File: src/hdl/aapb_pkg.sv
`default_nettype none
package aapb_pkg;

    localparam int DIM_W       = 7;
    localparam int COORD_W     = 6;
    localparam int DATA_W      = 32;
    localparam int MAX_IN_DIM  = 64;
    localparam int MAX_OUT_DIM = 64;
    localparam int ADDR_W      = 2 * COORD_W;
    localparam int DEPTH       = MAX_OUT_DIM * MAX_OUT_DIM;
    localparam int DVD_W       = 25;
    localparam int DVS_W       = 13;
    localparam int CNT_W       = 5;
    localparam int MUL_W       = 14;
    localparam int PROD_W      = DATA_W + DVD_W + 1;
    localparam int ACC_W       = 72;
    localparam int SH_W        = ACC_W - 24;
    localparam int CFG_IDX_W   = 2;

    localparam logic [DVD_W-1:0] WEIGHT_ONE = DVD_W'(1) << 24;

    localparam logic [CFG_IDX_W-1:0] CFG_IN_H  = 2'd0;
    localparam logic [CFG_IDX_W-1:0] CFG_IN_W  = 2'd1;
    localparam logic [CFG_IDX_W-1:0] CFG_OUT_H = 2'd2;
    localparam logic [CFG_IDX_W-1:0] CFG_OUT_W = 2'd3;

    localparam logic OP_LOAD  = 1'b0;
    localparam logic OP_QUERY = 1'b1;

    typedef enum logic [3:0] {
        D_OH0, D_OH1, D_OW0, D_OW1, D_HS, D_HE, D_WS, D_WE, D_WT
    } t_div_dst;

    typedef enum logic [16:0] {
        S_IDLE = 17'h00001,
        S_CHECK = 17'h00002,
        S_OH0 = 17'h00004,
        S_OH1 = 17'h00008,
        S_OW0 = 17'h00010,
        S_OW1 = 17'h00020,
        S_YCHK = 17'h00040,
        S_HS = 17'h00080,
        S_HE = 17'h00100,
        S_XCHK = 17'h00200,
        S_WS = 17'h00400,
        S_WE = 17'h00800,
        S_AREA = 17'h01000,
        S_WT = 17'h02000,
        S_MUL = 17'h04000,
        S_ACC = 17'h08000,
        S_DONE = 17'h10000
    } t_state;

    typedef struct packed {
        logic     load;
        logic     capture;
        logic     acc_clr;
        logic     div_start;
        t_div_dst div_dst;
        logic     x_init;
        logic     y_inc;
        logic     x_inc;
        logic     area_set;
        logic     mul;
        logic     acc_add;
        logic     emit_res;
        logic     emit_err;
    } t_cmd;

    typedef struct packed {
        logic rng_bad;
        logic y_ok;
        logic x_ok;
        logic div_done;
    } t_sts;

    function automatic logic [DIM_W-1:0] clamp_dim(input logic [DIM_W-1:0] v,
                                                   input logic [DIM_W-1:0] mx);
        logic [DIM_W-1:0] r;
        r = v;
        if (v == '0) r = DIM_W'(1);
        else if (v > mx) r = mx;
        return r;
    endfunction

endpackage
`default_nettype wire

File: src/hdl/aapb_ctrl.sv
`default_nettype none
module aapb_ctrl (
    input  wire logic           i_clk,
    input  wire logic           i_rst_n,
    input  wire logic           i_start,
    input  wire logic           i_opcode,
    input  wire aapb_pkg::t_sts i_sts,
    output aapb_pkg::t_cmd      o_cmd,
    output logic                o_busy
);
    aapb_pkg::t_state r_state, n_state;
    logic r_div_start, n_div_start;

    function automatic logic is_div(input aapb_pkg::t_state s);
        return s == aapb_pkg::S_OH0 || s == aapb_pkg::S_OH1 || s == aapb_pkg::S_OW0 ||
               s == aapb_pkg::S_OW1 || s == aapb_pkg::S_HS || s == aapb_pkg::S_HE ||
               s == aapb_pkg::S_WS || s == aapb_pkg::S_WE || s == aapb_pkg::S_WT;
    endfunction

    always_comb begin
        n_state = r_state;
        o_cmd = '0;
        o_cmd.div_start = r_div_start;
        o_cmd.div_dst = aapb_pkg::D_WT;
        unique case (r_state)
            aapb_pkg::S_IDLE: begin
                if (i_start && i_rst_n) begin
                    if (i_opcode == aapb_pkg::OP_QUERY) begin
                        o_cmd.capture = 1'b1;
                        n_state = aapb_pkg::S_CHECK;
                    end else begin
                        o_cmd.load = 1'b1;
                    end
                end
            end
            aapb_pkg::S_CHECK: begin
                if (i_sts.rng_bad) begin
                    o_cmd.emit_err = 1'b1;
                    n_state = aapb_pkg::S_IDLE;
                end else begin
                    o_cmd.acc_clr = 1'b1;
                    n_state = aapb_pkg::S_OH0;
                end
            end
            aapb_pkg::S_OH0: begin
                o_cmd.div_dst = aapb_pkg::D_OH0;
                if (i_sts.div_done) n_state = aapb_pkg::S_OH1;
            end
            aapb_pkg::S_OH1: begin
                o_cmd.div_dst = aapb_pkg::D_OH1;
                if (i_sts.div_done) n_state = aapb_pkg::S_OW0;
            end
            aapb_pkg::S_OW0: begin
                o_cmd.div_dst = aapb_pkg::D_OW0;
                if (i_sts.div_done) n_state = aapb_pkg::S_OW1;
            end
            aapb_pkg::S_OW1: begin
                o_cmd.div_dst = aapb_pkg::D_OW1;
                if (i_sts.div_done) n_state = aapb_pkg::S_YCHK;
            end
            aapb_pkg::S_YCHK: begin
                n_state = i_sts.y_ok ? aapb_pkg::S_HS : aapb_pkg::S_DONE;
            end
            aapb_pkg::S_HS: begin
                o_cmd.div_dst = aapb_pkg::D_HS;
                if (i_sts.div_done) n_state = aapb_pkg::S_HE;
            end
            aapb_pkg::S_HE: begin
                o_cmd.div_dst = aapb_pkg::D_HE;
                if (i_sts.div_done) begin
                    o_cmd.x_init = 1'b1;
                    n_state = aapb_pkg::S_XCHK;
                end
            end
            aapb_pkg::S_XCHK: begin
                if (i_sts.x_ok) begin
                    n_state = aapb_pkg::S_WS;
                end else begin
                    o_cmd.y_inc = 1'b1;
                    n_state = aapb_pkg::S_YCHK;
                end
            end
            aapb_pkg::S_WS: begin
                o_cmd.div_dst = aapb_pkg::D_WS;
                if (i_sts.div_done) n_state = aapb_pkg::S_WE;
            end
            aapb_pkg::S_WE: begin
                o_cmd.div_dst = aapb_pkg::D_WE;
                if (i_sts.div_done) n_state = aapb_pkg::S_AREA;
            end
            aapb_pkg::S_AREA: begin
                o_cmd.area_set = 1'b1;
                n_state = aapb_pkg::S_WT;
            end
            aapb_pkg::S_WT: begin
                o_cmd.div_dst = aapb_pkg::D_WT;
                if (i_sts.div_done) n_state = aapb_pkg::S_MUL;
            end
            aapb_pkg::S_MUL: begin
                o_cmd.mul = 1'b1;
                n_state = aapb_pkg::S_ACC;
            end
            aapb_pkg::S_ACC: begin
                o_cmd.acc_add = 1'b1;
                o_cmd.x_inc = 1'b1;
                n_state = aapb_pkg::S_XCHK;
            end
            aapb_pkg::S_DONE: begin
                o_cmd.emit_res = 1'b1;
                n_state = aapb_pkg::S_IDLE;
            end
            default: n_state = aapb_pkg::S_IDLE;
        endcase
    end

    // divider kicks off on entry to each divide state
    assign n_div_start = is_div(n_state) && (n_state != r_state);

    always_ff @(posedge i_clk) begin
        if (!i_rst_n) begin
            r_state     <= aapb_pkg::S_IDLE;
            r_div_start <= 1'b0;
        end else begin
            r_state     <= n_state;
            r_div_start <= n_div_start;
        end
    end

    // no word is taken while in reset
    assign o_busy = !i_rst_n || (r_state != aapb_pkg::S_IDLE);

    a_done_in_div: assert property (@(posedge i_clk) disable iff (!i_rst_n)
        i_sts.div_done |-> is_div(r_state)) else $error("divide done outside divide state");
    a_start_not_done: assert property (@(posedge i_clk) disable iff (!i_rst_n)
        r_div_start |-> !i_sts.div_done) else $error("divide start overlaps done");
    a_start_in_div: assert property (@(posedge i_clk) disable iff (!i_rst_n)
        r_div_start |-> is_div(r_state)) else $error("divide start outside divide state");
    a_query_check: assert property (@(posedge i_clk) disable iff (!i_rst_n)
        (r_state == aapb_pkg::S_IDLE && i_start && i_opcode == aapb_pkg::OP_QUERY)
        |=> r_state == aapb_pkg::S_CHECK) else $error("query word not taken");
endmodule
`default_nettype wire

File: config.mk
export PLATFORM = sky130hd
export DESIGN_NAME = aapb_ctrl
export DESIGN_NICKNAME = d
export VERILOG_FILES = /design/src/hdl/aapb_pkg.sv /design/src/hdl/aapb_ctrl.sv
export SDC_FILE = /design/constraint.sdc
export NUM_CORES = 1
export LEC_CHECK = 0
export ABC_AREA = 0
export BUFFER_PORTS_ARGS = -buffer_cell sky130_fd_sc_hd__clkbuf_2
export CORE_ASPECT_RATIO = 1.25
export CORE_UTILIZATION = 45
export CTS_BUF_LIST = sky130_fd_sc_hd__clkbuf_4 sky130_fd_sc_hd__clkbuf_8
export DETAILED_ROUTE_END_ITERATION = 8
export PLACE_DENSITY = 0.69
export SYNTH_ARGS = -nofsm -noshare
export SYNTH_HDL_FRONTEND = slang
export SYNTH_SLANG_ARGS = --single-unit
File: constraint.sdc
create_clock -name i_clk -period 3.3 [get_ports i_clk]
set_input_delay 0.66 -clock i_clk [delete_from_list [all_inputs] [get_ports i_clk]]
set_output_delay 0.66 -clock i_clk [all_outputs]
set_load 0.005 [all_outputs]
==> results.toml <==
[placed_design]
dpl.hpwl_um = 3130
placed_area_um2 = 1660
port_buffers = 24
place.gp.congestion = 0.939

[synthesis]
synth_ff_type = "dfxtp_1"
synth_top_area_cell = "dfxtp_1"
post_synth_main_area_contributors = "dfxtp_1, nor2_1, nor3_1, nand2_1, o21ai_0"
synth_edf_count = 0
yosysUniqueCellTypes = 49
async_flop_share_pct = 0
synth_top_area_share_pct = 23.8
postSynthCellCount = 205
synthesis.nets = 213
synth-seq-cells = 18
yosysSeqAreaShare_pct = 23.8
syn_avg_cell_area_um2 = 7.39
netlist_area_um2 = 1520
ys_warn_count = 0

[worst_setup_path]
crit_chain = "nor4_4 -> buf_4 -> nand4_1 -> or3_2 -> nor3b_1 -> clkbuf_2"
cp_max_fo = 13
critical_path_required_ps = 2640
criticalPathCategory = "register to output pin"
critPathLaunchType = "register"
cp_slowest_cell = "or3_2"
worst_path_dominant_cell_family = "simple AND/OR/NAND/NOR gates"
cp_num_buf_inv = 2
arrival_ps = 2370
end_kind = "output pin"
slowest_delay_ps = 500

[layout]
layout_common_cells = "nor2_1, clkbuf_2, nand2_1, dfxtp_1, nor3_1"
num_antenna_cells = 0
layout-drive-gt1-share_pct = 21.1
seqCellArea_um2 = 360
fin_area_um2 = 1720
multi_input_area_um2 = 1060
fillCellCount = 327
final_nets = 236
area_growth_pct = 13.7

[clocking]
cts-root-buf = "clkbuf_8"
cts_tree = "yes"
clock_sinks = 18
clk_latency_ps = 260
cts_hold_buf = 0
cts_setup_buffers = 0
htreeDepth = 1
clk_pin_slew_ps = 80
clockBufferDepth = 2
numCtsBuffers = 3

[power]
p_leak_nw = 0.691
combPwrFrac_pct = 13.9
intPower_w = 0.000350
power_frac_seq_pct = 46.9
p_per_area_nw_per_um2 = 277
p_switching_w = 0.000127
peakVddDrop_v = 0.000147
switching_share_pct = 26.6
p_clk_share_pct = 39.2

[floorplan]
coreArea_um2 = 3220
io_pins = 25
die_y_um = 66.9
die_w_um = 53.9
start_util_pct = 47.0
die_area_um2 = 3600
rows = 23

[drt]
drt-wirelength-per-cell_um = 16.3
wl_um = 4290
first_iter_violations = 95
drt.antenna.violating_nets = 0
dr.pass1.iters = 5
viasPerCell = 6.38
drc = 0
vias = 1685

[global_route]
track_usage_pct = 26.3
grt.overflow.total = 0
antenna_found_initial = 0
grt_pass1_wl_um = 6890
grt_max_degree = 23
grt_pass1_vias = 1438

[sta]
setup_tns_ps = 0
final_max_slew_viol_count = 0
hold_violations = 0
maxSlewHeadroom_pct = 63.0
rsz0062_at_grt = "false"
min_period_ps = 3030
skew_ps = 5.72
clock.fmax_mhz = 330
worstMarginPinSlew_ps = 550
min_period_over_period_pct = 91.7
setup_viol = 0

[min_path]
hold_path_class = "input pin to register"

[status]
status = "complete, no violations"

[flow_run]
drv_cap = 0
## kinds of logic (layout without fill, tap and decap cells)
logic type	count (synthesis)	after routing	share of synthesized area [%]
compound gates	38	38	17.2
simple gates	122	122	47.8
flops	18	18	23.8
xor+xnor	6	6	3.47
buf+inv	19	41	6.44
mux	2	2	1.32
## repair_timing
item | 4_1_cts | 5_1_grt
gates resized for setup | 0 | 1
hold endpoints to repair | 0 | 0
endpoints found under the setup margin | 0 | 2
## synthesized netlist by cell type, types with 3 or more instances
cell type	instances
dfxtp_1	18
nand2_1	18
o21a_1	3
and3_1	3
xnor2_1	3
nor4_4	3
nor2b_1	4
o22ai_1	3
nor2_1	24
nor3_1	14
nand3_1	11
o21ai_0	13
buf_2	3
and2_1	3
nor3b_1	4
nand2b_1	4
nand3b_1	3
xor2_1	3
nor4_1	7
nand4_1	10
buf_4	4
clkbuf_1	6
inv_1	5
## worst register-to-register path: cells and delay by family, from the launching register on
family	cells	cell delay, ps
and+or+nand+nor	4	1350
AOI/OAI and AO/OA	3	660
DFF	1	410
## power by group through the flow
stage / Combinational [W] / Clock [W] / Sequential (W)
floorplan: 0.0000457 / 0 / 0.000226
global placement: 0.0000644 / 0 / 0.000228
detailed placement: 0.0000645 / 0 / 0.000228
CTS: 0.0000650 / 0.000193 / 0.000223
global route: 0.0000728 / 0.000203 / 0.000223
finish: 0.0000665 / 0.000187 / 0.000223
## registers in the layout (all words and copies together) (netlist names)
name and flops:
r_div_start 1, r_state 17
## final cells by class
type	count	area share, %
Clock buffer	4	3.20
Tap cell	37	2.69
Multi-Input combinational cell	168	61.7
Timing Repair Buffer	32	10.5
Inverter	5	1.09
Sequential cell	18	20.9
## through the flow
stage	total power (W)	std cells	hold WS (ps)	setup slack (ps)	utilization [%]
2_1_floorplan	0.000272	205	582	546	-
6_report	0.000476	264	608	273	53.5
4_1_cts	0.000481	264	603	158	53.3
3_3_place_gp	0.000293	260	658	561	51.6
3_5_place_dp	0.000293	260	662	451	51.6
5_1_grt	0.000499	264	618	85.1	53.5
## layer usage
| metal | track usage, % | share of wire, % |
|---|---|---|
| met5 | 0 | 0 |
| met4 | 8.88 | 3.4 |
| met3 | 3.20 | 6.9 |
| met2 | 43.1 | 47 |
| met1 | 34.4 | 42 |
## final timing paths
kind	from	endpoint	slack, ps	depth (start not counted)
min	i_sts[2]	r_state[16]	610	2
max reg2reg	r_state[13]	r_div_start	790	7
min reg2reg	r_state[12]	r_state[12]	660	2
max	r_state[8]	o_cmd[3]	270	6
(Power assumes the default switching activity.)
